## src/rtl/core/olbg_pkg.sv

```systemverilog
// ----------------------------------------------------------------------------
// olbg_pkg
// Shared widths, command types and helpers for the offset list block GCD unit.
// ----------------------------------------------------------------------------
package olbg_pkg;

    localparam int OFFSET_BITS = 48;
    localparam int COUNT_BITS  = 32;
    localparam int SHIFT_BITS  = $clog2(OFFSET_BITS);
    localparam int QUEUE_DEPTH = 4;
    localparam int QUEUE_ABITS = $clog2(QUEUE_DEPTH);

    typedef logic [OFFSET_BITS-1:0] offset_t;
    typedef logic [COUNT_BITS-1:0]  count_t;
    typedef logic [SHIFT_BITS-1:0]  shift_t;
    typedef logic [QUEUE_ABITS-1:0] qptr_t;
    typedef logic [QUEUE_ABITS:0]   qcount_t;

    typedef enum logic [1:0] {
        CMD_FOLD,
        CMD_FINAL,
        CMD_DIRECT
    } cmd_kind_t;

    typedef struct packed {
        cmd_kind_t kind;
        offset_t   value;
    } cmd_t;

    typedef struct packed {
        logic full;
        logic nonempty;
    } queue_status_t;

    typedef enum logic [1:0] {
        BK_IDLE,
        BK_RUN,
        BK_OUT
    } back_state_t;

    localparam count_t COUNT_MAX = '1;

    function automatic count_t sat_inc(count_t c);
        return (c == COUNT_MAX) ? c : c + count_t'(1);
    endfunction

    function automatic offset_t widen_count(count_t c);
        return offset_t'(c);
    endfunction

endpackage

```

## src/rtl/core/olbg_in_if.sv

```systemverilog
// ----------------------------------------------------------------------------
// olbg_in_if
// Offset channel: one offset per beat, with a flag on the final offset.
// ----------------------------------------------------------------------------
interface olbg_in_if;
    logic                            valid;
    logic                            ready;
    logic [olbg_pkg::OFFSET_BITS-1:0] offset;
    logic                            last;

    modport source (output valid, output offset, output last, input ready);
    modport sink   (input valid, input offset, input last, output ready);
endinterface

```

## src/rtl/core/olbg_out_if.sv

```systemverilog
// ----------------------------------------------------------------------------
// olbg_out_if
// Result channel: one block size per beat.
// ----------------------------------------------------------------------------
interface olbg_out_if;
    logic                            valid;
    logic                            ready;
    logic [olbg_pkg::OFFSET_BITS-1:0] block_size;

    modport source (output valid, output block_size, input ready);
    modport sink   (input valid, input block_size, output ready);
endinterface

```

## src/rtl/core/olbg_front.sv

```systemverilog
// ----------------------------------------------------------------------------
// olbg_front
// Tracks runs and gaps of the offset list and issues GCD commands.
// ----------------------------------------------------------------------------
module olbg_front (
    input  logic                    clk,
    input  logic                    rst_n,
    olbg_in_if.sink                 items,
    input  olbg_pkg::queue_status_t q_status,
    output logic                    push,
    output olbg_pkg::cmd_t          push_cmd
);
    import olbg_pkg::*;

    offset_t   prev_offset_reg, prev_offset_next;
    offset_t   first_offset_reg, first_offset_next;
    logic      first_pending_reg, first_pending_next;
    count_t    run_length_reg, run_length_next;
    count_t    items_seen_reg, items_seen_next;
    logic      any_break_reg, any_break_next;
    logic      prev_was_gap_reg, prev_was_gap_next;
    logic      forced_one_reg, forced_one_next;

    logic      len_pend_reg;
    offset_t   len_val_reg;
    logic      gap_pend_reg;
    offset_t   gap_val_reg;
    logic      fin_pend_reg;
    cmd_kind_t fin_kind_reg;
    offset_t   fin_val_reg;

    logic      accept;
    logic      rises;
    offset_t   delta;
    offset_t   gap;
    logic      len_fold;
    logic      len_final;
    logic      gap_fold;
    cmd_kind_t fin_kind;
    offset_t   fin_val;
    offset_t   len_val;

    assign items.ready = !(len_pend_reg || gap_pend_reg || fin_pend_reg);
    assign accept      = items.valid && items.ready;

    always_comb
    begin
        rises              = items.offset > prev_offset_reg;
        delta              = items.offset - prev_offset_reg;
        gap                = delta - offset_t'(1);
        prev_offset_next   = items.offset;
        first_offset_next  = first_offset_reg;
        first_pending_next = items.last;
        run_length_next    = run_length_reg;
        items_seen_next    = sat_inc(items_seen_reg);
        any_break_next     = any_break_reg;
        prev_was_gap_next  = prev_was_gap_reg;
        forced_one_next    = forced_one_reg;
        len_fold           = 1'b0;
        gap_fold           = 1'b0;

        if (first_pending_reg)
        begin
            first_offset_next = items.offset;
            run_length_next   = count_t'(1);
            items_seen_next   = count_t'(1);
            any_break_next    = 1'b0;
            prev_was_gap_next = 1'b0;
            forced_one_next   = 1'b0;
        end
        else if (rises && (delta == offset_t'(1)))
        begin
            run_length_next   = sat_inc(run_length_reg);
            prev_was_gap_next = 1'b0;
        end
        else
        begin
            if (prev_was_gap_reg || (run_length_reg <= count_t'(1)))
            begin
                forced_one_next = 1'b1;
            end
            len_fold = run_length_reg > count_t'(1);
            if (rises)
            begin
                if (gap <= offset_t'(1))
                begin
                    forced_one_next = 1'b1;
                end
                else
                begin
                    gap_fold = 1'b1;
                end
                prev_was_gap_next = 1'b1;
            end
            else
            begin
                prev_was_gap_next = 1'b0;
            end
            any_break_next  = 1'b1;
            run_length_next = count_t'(1);
        end

        len_final = 1'b0;
        if (!any_break_next)
        begin
            fin_kind = CMD_DIRECT;
            fin_val  = widen_count(items_seen_next);
        end
        else if (forced_one_next || (run_length_next <= count_t'(1)))
        begin
            fin_kind = CMD_DIRECT;
            fin_val  = offset_t'(1);
        end
        else
        begin
            fin_kind  = CMD_FINAL;
            fin_val   = first_offset_next;
            len_final = items.last;
        end

        len_val = len_fold ? widen_count(run_length_reg) : widen_count(run_length_next);
    end

    always_comb
    begin
        push     = !q_status.full && (len_pend_reg || gap_pend_reg || fin_pend_reg);
        push_cmd = '{kind: fin_kind_reg, value: fin_val_reg};
        if (len_pend_reg)
        begin
            push_cmd = '{kind: CMD_FOLD, value: len_val_reg};
        end
        else if (gap_pend_reg)
        begin
            push_cmd = '{kind: CMD_FOLD, value: gap_val_reg};
        end
    end

    always_ff @(posedge clk or negedge rst_n)
    begin
        if (!rst_n)
        begin
            prev_offset_reg   <= '0;
            first_offset_reg  <= '0;
            first_pending_reg <= 1'b1;
            run_length_reg    <= '0;
            items_seen_reg    <= '0;
            any_break_reg     <= 1'b0;
            prev_was_gap_reg  <= 1'b0;
            forced_one_reg    <= 1'b0;
            len_pend_reg      <= 1'b0;
            gap_pend_reg      <= 1'b0;
            fin_pend_reg      <= 1'b0;
        end
        else if (accept)
        begin
            prev_offset_reg   <= prev_offset_next;
            first_offset_reg  <= first_offset_next;
            first_pending_reg <= first_pending_next;
            run_length_reg    <= run_length_next;
            items_seen_reg    <= items_seen_next;
            any_break_reg     <= any_break_next;
            prev_was_gap_reg  <= prev_was_gap_next;
            forced_one_reg    <= forced_one_next;
            len_pend_reg      <= len_fold || len_final;
            gap_pend_reg      <= gap_fold;
            fin_pend_reg      <= items.last;
        end
        else if (push)
        begin
            if (len_pend_reg)
            begin
                len_pend_reg <= 1'b0;
            end
            else if (gap_pend_reg)
            begin
                gap_pend_reg <= 1'b0;
            end
            else
            begin
                fin_pend_reg <= 1'b0;
            end
        end
    end

    always_ff @(posedge clk)
    begin
        if (accept)
        begin
            len_val_reg  <= len_val;
            gap_val_reg  <= gap;
            fin_kind_reg <= fin_kind;
            fin_val_reg  <= fin_val;
        end
    end

endmodule

```

## src/rtl/core/olbg_queue.sv

```systemverilog
// ----------------------------------------------------------------------------
// olbg_queue
// Short command queue between the classifying front and the GCD back end.
// ----------------------------------------------------------------------------
module olbg_queue (
    input  logic                    clk,
    input  logic                    rst_n,
    input  logic                    push,
    input  olbg_pkg::cmd_t          push_cmd,
    input  logic                    pop,
    output olbg_pkg::cmd_t          head,
    output olbg_pkg::queue_status_t status
);
    import olbg_pkg::*;

    cmd_t    entries_reg [QUEUE_DEPTH];
    qptr_t   wr_ptr_reg;
    qptr_t   rd_ptr_reg;
    qcount_t count_reg;

    assign head            = entries_reg[rd_ptr_reg];
    assign status.full     = count_reg == qcount_t'(QUEUE_DEPTH);
    assign status.nonempty = count_reg != qcount_t'(0);

    always_ff @(posedge clk or negedge rst_n)
    begin
        if (!rst_n)
        begin
            wr_ptr_reg <= '0;
            rd_ptr_reg <= '0;
            count_reg  <= '0;
        end
        else
        begin
            if (push)
            begin
                wr_ptr_reg <= wr_ptr_reg + qptr_t'(1);
            end
            if (pop)
            begin
                rd_ptr_reg <= rd_ptr_reg + qptr_t'(1);
            end
            if (push && !pop)
            begin
                count_reg <= count_reg + qcount_t'(1);
            end
            else if (pop && !push)
            begin
                count_reg <= count_reg - qcount_t'(1);
            end
        end
    end

    always_ff @(posedge clk)
    begin
        if (push)
        begin
            entries_reg[wr_ptr_reg] <= push_cmd;
        end
    end

endmodule

```

## src/rtl/core/olbg_back.sv

```systemverilog
// ----------------------------------------------------------------------------
// olbg_back
// Binary GCD engine that folds commands into a running GCD and emits results.
// ----------------------------------------------------------------------------
module olbg_back (
    input  logic                    clk,
    input  logic                    rst_n,
    input  olbg_pkg::cmd_t          head,
    input  olbg_pkg::queue_status_t q_status,
    output logic                    pop,
    olbg_out_if.source              results
);
    import olbg_pkg::*;

    back_state_t state_reg, state_next;
    offset_t     acc_reg;
    offset_t     a_reg;
    offset_t     b_reg;
    shift_t      k_reg;
    cmd_kind_t   kind_reg;
    offset_t     res_reg;
    logic        out_valid_reg;
    offset_t     out_val_reg;

    logic        gcd_done;
    offset_t     gcd_res;
    logic        out_load;

    assign gcd_done          = (a_reg == '0) || (b_reg == '0);
    assign gcd_res           = (a_reg | b_reg) << k_reg;
    assign results.valid     = out_valid_reg;
    assign results.block_size = out_val_reg;

    always_comb
    begin
        state_next = state_reg;
        case (state_reg)
            BK_IDLE:
            begin
                if (q_status.nonempty)
                begin
                    state_next = (head.kind == CMD_DIRECT) ? BK_OUT : BK_RUN;
                end
            end
            BK_RUN:
            begin
                if (gcd_done)
                begin
                    state_next = (kind_reg == CMD_FINAL) ? BK_OUT : BK_IDLE;
                end
            end
            BK_OUT:
            begin
                if (!out_valid_reg || results.ready)
                begin
                    state_next = BK_IDLE;
                end
            end
            default:
            begin
                state_next = BK_IDLE;
            end
        endcase
    end

    always_comb
    begin
        pop      = (state_reg == BK_IDLE) && q_status.nonempty;
        out_load = (state_reg == BK_OUT) && (!out_valid_reg || results.ready);
    end

    always_ff @(posedge clk or negedge rst_n)
    begin
        if (!rst_n)
        begin
            state_reg     <= BK_IDLE;
            acc_reg       <= '0;
            out_valid_reg <= 1'b0;
        end
        else
        begin
            state_reg <= state_next;
            if (pop && (head.kind == CMD_DIRECT))
            begin
                acc_reg <= '0;
            end
            else if ((state_reg == BK_RUN) && gcd_done)
            begin
                acc_reg <= (kind_reg == CMD_FINAL) ? '0 : gcd_res;
            end
            if (out_load)
            begin
                out_valid_reg <= 1'b1;
            end
            else if (results.ready)
            begin
                out_valid_reg <= 1'b0;
            end
        end
    end

    always_ff @(posedge clk)
    begin
        if (pop)
        begin
            kind_reg <= head.kind;
            res_reg  <= head.value;
            a_reg    <= acc_reg;
            b_reg    <= head.value;
            k_reg    <= '0;
        end
        else if (state_reg == BK_RUN)
        begin
            if (gcd_done)
            begin
                res_reg <= gcd_res;
            end
            else if (!a_reg[0] && !b_reg[0])
            begin
                a_reg <= a_reg >> 1;
                b_reg <= b_reg >> 1;
                k_reg <= k_reg + shift_t'(1);
            end
            else if (!a_reg[0])
            begin
                a_reg <= a_reg >> 1;
            end
            else if (!b_reg[0])
            begin
                b_reg <= b_reg >> 1;
            end
            else if (a_reg >= b_reg)
            begin
                a_reg <= (a_reg - b_reg) >> 1;
            end
            else
            begin
                b_reg <= (b_reg - a_reg) >> 1;
            end
        end
        if (out_load)
        begin
            out_val_reg <= res_reg;
        end
    end

endmodule

```

## src/rtl/core/offset_list_block_gcd_unit.sv

```systemverilog
// ----------------------------------------------------------------------------
// offset_list_block_gcd_unit
// Operation: a final offset yields its block size after the front issues its
// commands (one per cycle while the queue has room, up to three) and the back
// end folds each non-direct command with a binary GCD and registers the result.
// Throughput: an offset that issues no command is taken every cycle; one that
// issues commands holds the input until all of them are pushed, waiting while the queue is full.
// Reset is asynchronous and clears all list tracking state; no clearing pass.
// ----------------------------------------------------------------------------
module offset_list_block_gcd_unit (
    input  logic       clk,
    input  logic       rst_n,
    olbg_in_if.sink    items,
    olbg_out_if.source results
);
    import olbg_pkg::*;

    logic          q_push;
    cmd_t          q_push_cmd;
    logic          q_pop;
    cmd_t          q_head;
    queue_status_t q_status;

    olbg_front u_front (
        .clk      (clk),
        .rst_n    (rst_n),
        .items    (items),
        .q_status (q_status),
        .push     (q_push),
        .push_cmd (q_push_cmd)
    );

    olbg_queue u_queue (
        .clk      (clk),
        .rst_n    (rst_n),
        .push     (q_push),
        .push_cmd (q_push_cmd),
        .pop      (q_pop),
        .head     (q_head),
        .status   (q_status)
    );

    olbg_back u_back (
        .clk      (clk),
        .rst_n    (rst_n),
        .head     (q_head),
        .q_status (q_status),
        .pop      (q_pop),
        .results  (results)
    );

`ifndef SYNTHESIS
    a_no_overflow: assert property (@(posedge clk) disable iff (!rst_n)
        !(q_push && q_status.full))
        else $error("Command written into a full queue.");

    a_no_underflow: assert property (@(posedge clk) disable iff (!rst_n)
        q_pop |-> q_status.nonempty)
        else $error("Command taken from an empty queue.");

    a_nonzero_result: assert property (@(posedge clk) disable iff (!rst_n)
        results.valid |-> (results.block_size != '0))
        else $error("Block size of zero presented.");
`endif

endmodule
```

## src/flat_wrapper.sv

```systemverilog
// flat-port wrapper written by rule: the top's interface ports become plain ports
module offset_list_block_gcd_unit_flat import olbg_pkg::*;
  (clk, rst_n, items_valid, items_offset, items_last, items_ready, results_valid, results_block_size, results_ready);
  olbg_in_if items_i ();
  olbg_out_if results_i ();
  input  logic clk;
  input  logic rst_n;
  input wire logic [$bits(items_i.valid)-1:0] items_valid;
  input wire logic [$bits(items_i.offset)-1:0] items_offset;
  input wire logic [$bits(items_i.last)-1:0] items_last;
  output wire logic [$bits(items_i.ready)-1:0] items_ready;
  output wire logic [$bits(results_i.valid)-1:0] results_valid;
  output wire logic [$bits(results_i.block_size)-1:0] results_block_size;
  input wire logic [$bits(results_i.ready)-1:0] results_ready;
  assign items_i.valid = items_valid;
  assign items_i.offset = items_offset;
  assign items_i.last = items_last;
  assign items_ready = items_i.ready;
  assign results_valid = results_i.valid;
  assign results_block_size = results_i.block_size;
  assign results_i.ready = results_ready;
  offset_list_block_gcd_unit u_core (.clk(clk), .rst_n(rst_n), .items(items_i), .results(results_i));
endmodule
```

## config.mk

```make
export PLATFORM = sky130hd
export DESIGN_NAME = offset_list_block_gcd_unit_flat
export DESIGN_NICKNAME = d
export VERILOG_FILES = /design/src/rtl/core/olbg_pkg.sv /design/src/rtl/core/olbg_in_if.sv /design/src/rtl/core/olbg_out_if.sv /design/src/rtl/core/olbg_front.sv /design/src/rtl/core/olbg_queue.sv /design/src/rtl/core/olbg_back.sv /design/src/rtl/core/offset_list_block_gcd_unit.sv /design/src/flat_wrapper.sv
export SDC_FILE = /design/constraint.sdc
export NUM_CORES = 2
export LEC_CHECK = 0
export BUFFER_PORTS_ARGS = -buffer_cell sky130_fd_sc_hd__buf_4
export CAP_MARGIN = 0
export CORE_ASPECT_RATIO = 1.4
export CORE_UTILIZATION = 40
export CTS_BUF_LIST = sky130_fd_sc_hd__clkbuf_8
export CTS_CLUSTER_SIZE = 30
export DETAILED_ROUTE_END_ITERATION = 6
export PLACE_DENSITY = 0.57
export SLEW_MARGIN = 25
export SYNTH_ARGS = -nofsm -noshare
export SYNTH_HDL_FRONTEND = slang
export SYNTH_HIERARCHICAL = 1
export SYNTH_SLANG_ARGS = --single-unit
```

## constraint.sdc

```tcl
create_clock -name clk -period 7 [get_ports clk]
set_clock_uncertainty 0.2 [all_clocks]
set_input_delay 0.7 -clock clk [delete_from_list [all_inputs] [get_ports clk]]
set_output_delay 0.7 -clock clk [all_outputs]
set_load 0.01 [all_outputs]
```

==> results.txt <==
Clock root buffer: clkbuf_8
M1 wire length: 61,350 um
Worst-Skew Late Latency: 0.86 ns
TritonRoute pass-1 iters: 6
Worst-margin pin slew: 1.220 ns
Routed len/inst: 27.14 um
Worst path cell trace: dlygate4sd3_1, buf_4, ha_1, a21oi_1, o21ai_1, or2_0, o221ai_1, o2111ai_1, or4_1, nor4b_1, nor4b_1, nor4b_2, buf_4, and2_1, nor2b_1, buf_4, o21a_1, o21ai_0
Max clock buf depth: 3
Worst Setup Start Kind: input pin
Vias per cell: 5.883
H-tree Lvls: 3
Seq pwr share: 28.3%
Avg Cell Area, Syn: 10.01 um^2
Synth Area in XOR/XNOR: 3.995%
Clock power share: 13.5%
Initial DRC Count: 3,126
Register area share after synthesis: 46.23%
WS Path Type: input pin to flop
Setup TNS: 0 ns
Final GP Congestion: 1.007
VDD IR max: 0.2598 mV
Die height: 405.3 um
Worst setup EP type: flop
Clk slew on worst S/H paths: 0.07 ns
Highest routed layer: met5
CTS tree: yes
Number of synthesized register bits: 755
Post-synth ARST share: 29.80%
Simple-gate portion of the synthesized area: 15.23%
CP Buf/Inv Count: 4
WL met2: 88,270 um
Post-Syn Instances: 4,643
Cell internal pwr: 0.01523 W
Post-layout util: 44.90%
Syn. warnings: 6
Worst stage delay on the critical path: 0.70 ns
Port buffer count: 102
RSZ-0062 raised after global routing: false
# IOs: 103
Final Hold Fails: 0
Most used cell along the critical path: buf_4
Cell family with most CP delay: simple AND/OR/NAND/NOR gates
Mux contribution to synthesized area: 8.276%
Max frequency: 162.7 MHz
Grt total ovfl: 0
Layout Nets: 4,956
Rows: 147
Max reg flops: 200
Worst slew margin: 17.88%
Total Power: 0.03029 W
DRC Markers: 0
Hold Crit Class: input pin to flop
Clock sink total: 755
Slew Limit Fails: 0
Sw Ratio: 49.73%
Pwr Density: 586.8 mW/mm^2
Tmin final: 6.147 ns
Leakage: 19.80 nW
Status: complete, no violations
Mapped Area: 0.04648 mm^2
Area grow syn2layout: 11.06%
Chip width: 290.1 um
Main synth FF type: edfxtp_1
Met3 wire len: 7555 um
Vias in the first global route: 36,720
Routed wire length: 170,700 um
CP Max Fanout: 11
Largest family of logic cells by synthesized area: compound AO/OA/AOI/OAI gates
Final setup vio count: 0
Post-synth EDFFs: 524
Critical path's slowest cell: or4_1
Arr. time, crit path: 6.51 ns
Initial Util: 40.43%
Post-CTS Setup Inserts: 0
Reg2reg setup slack: 1.04 ns
Synth Area in Compound Gates: 15.82%
First-pass GRT wire length: 247,400 um
Fill cells: 10,990
Share of cells above drive strength 1: 12.44%
Post-CTS sizing: 0
Crit path required time: 7.37 ns
Initial antenna violation count: 4
Syn Nets: 4,906
Synth Area in Adders: 5.718%
Netlist cell types: 111
Die area: 0.1176 mm^2
Gr usage total: 28.67%
Net switching power figure: 0.01506 W
Core area: 0.1150 mm^2
Fin crit share: 87.82%
Largest net degree at the start of global routing: 159
Antenna Violating Nets Remaining: 0
Via count: 37,010
Combinational fraction of design power: 58.3%
CTS buffer count: 118
Dpl hpwl: 129,600 um
Max_cap viols: 0
[cell families (layout without fill, tap and decap cells)]
group | after synthesis | in the layout
adders and majority gates | 210 | 210
xor gates and xnor gates | 212 | 212
DFF | 755 | 755
buffers and inverters | 527 | 682
muxes | 258 | 258
and+or+nand+nor | 1506 | 1506
AOI/OAI and AO/OA | 1175 | 1175
other | 0 | 4
[metrics by stage]
stage | cell area, um^2 | hold WS [ns] | setup WS [ns] | std cells
after floorplan | 46480 | 0.2003 | 0.6642 | 4643
after global placement | 48480 | 0.2026 | 0.7483 | 6012
after detailed placement | 48490 | 0.2045 | 0.6541 | 6012
after CTS | 51580 | 0.04742 | 0.9667 | 6287
after global routing | 51610 | 0.06903 | 0.4583 | 6289
final | 51610 | 0.1000 | 0.8525 | 6292
[cell type report]
class | count | area, um^2 | share of cell area [%]
Clock inverter | 87 | 694.4 | 1.345
Antenna cell | 4 | 10.01 | 0.01939
Timing Repair Buffer | 219 | 1814 | 3.515
Multi-Input combinational cell | 3361 | 22930 | 44.42
Inverter | 238 | 903.4 | 1.750
Clock buffer | 138 | 1899 | 3.680
Sequential cell | 755 | 21500 | 41.66
Tap cell | 1490 | 1864 | 3.612
[power by group through the flow]
stage / registers [W] / logic (W) / clock network [W]
5_1_grt: 0.00867 / 0.0188 / 0.00436
2_1_floorplan: 0.00786 / 0.0117 / 0
4_1_cts: 0.00855 / 0.0174 / 0.00419
3_3_place_gp: 0.00860 / 0.0173 / 0
6_report: 0.00856 / 0.0176 / 0.00409
3_5_place_dp: 0.00863 / 0.0173 / 0
[worst register-to-register path, stage by stage (launching register included)]
cell and delay, ns:
dfrtp_1 0.32, inv_1 0.05, ha_1 0.42, a21oi_1 0.37, o21ai_1 0.21, or2_0 0.25, o221ai_1 0.52, o2111ai_1 0.44
or4_1 0.70, nor4b_1 0.25, nor4b_1 0.29, nor4b_2 0.37, buf_4 0.22, and2_1 0.28, nor2b_1 0.36, buf_4 0.25
o21a_1 0.13, o21ai_0 0.07
[routing by layer]
metal / GRT usage, % / vias to the layer above
met3: 3.711 / 386
li1: - / 17070
met2: 52.59 / 1200
met1: 30.46 / 18350
met5: 0 / -
met4: 20.08 / 2
[cells in the final DEF (no fill, tap or decap), types with 50 or more instances in the layout]
| cell type | n |
|---|---|
| edfxtp_1 | 524 |
| nand2_1 | 506 |
| nor2_1 | 421 |
| a21oi_1 | 361 |
| o21ai_0 | 334 |
| inv_1 | 256 |
| dfrtp_1 | 220 |
| ha_1 | 206 |
| buf_4 | 165 |
| xnor2_1 | 153 |
| clkbuf_8 | 138 |
| mux2i_1 | 109 |
| nor3_1 | 105 |
| mux4_2 | 93 |
| nand3_1 | 77 |
| o31ai_1 | 66 |
| nand4_1 | 62 |
| xor2_1 | 59 |
| nor4_1 | 58 |
| a22o_1 | 56 |
| mux2_2 | 54 |
| dlygate4sd3_1 | 50 |
[path summary, 6_finish.rpt]
check                                                   from  depth (start not counted)                              endpoint
setup reg to reg           u_core/u_front/prev_offset_reg[6]                         17         u_core/u_front/fin_val_reg[0]
setup / recovery                             items_offset[6]                         18         u_core/u_front/fin_val_reg[0]
max in group asynchronous                              rst_n                          3          u_core/u_queue/rd_ptr_reg[0]
hold reg to reg                    u_core/u_back/res_reg[38]                          0  u_core/u_back/results.block_size[38]
hold / removal                                 results_ready                          3           u_core/u_back/results.valid
min in group asynchronous                              rst_n                          2     u_core/u_front/items_seen_reg[24]
[Yosys cell counts, drive strengths merged (26+ instances only)]
cell    number  area, um^2
clkbuf     194       729.4
nand2      510        1914
o31ai       66       495.5
nor2       424        1594
a221oi      32       292.8
and2        31       196.4
nand3       79       400.4
nor3       111       571.8
xnor2      153        1340
a21o        28       210.2
o21bai      38       289.0
nor2b       41       256.5
a31oi       26       168.9
o21ai      353        1778
and3        43       269.0
mux4        95        2147
nand4       62       387.9
nor4        62       415.4
inv        233       874.6
dfrtp      224        5605
a211oi      29       232.7
or3         30       187.7
a21oi      362        1815
o21a        29       226.5
mux2i      109        1091
mux2        54       608.1
xor2        59       516.8
a22o        56       490.5
edfxtp     524       15740
nand2b      31       193.9
ha         206        2577
o211ai      28       225.2
buf         95       573.1
[repair_timing]
item	4_1_cts	5_1_grt
endpoints found under the setup margin	0	0
hold buffers	50	0
endpoints found under the hold margin	158	0
Power figures use the tool's default switching activity.
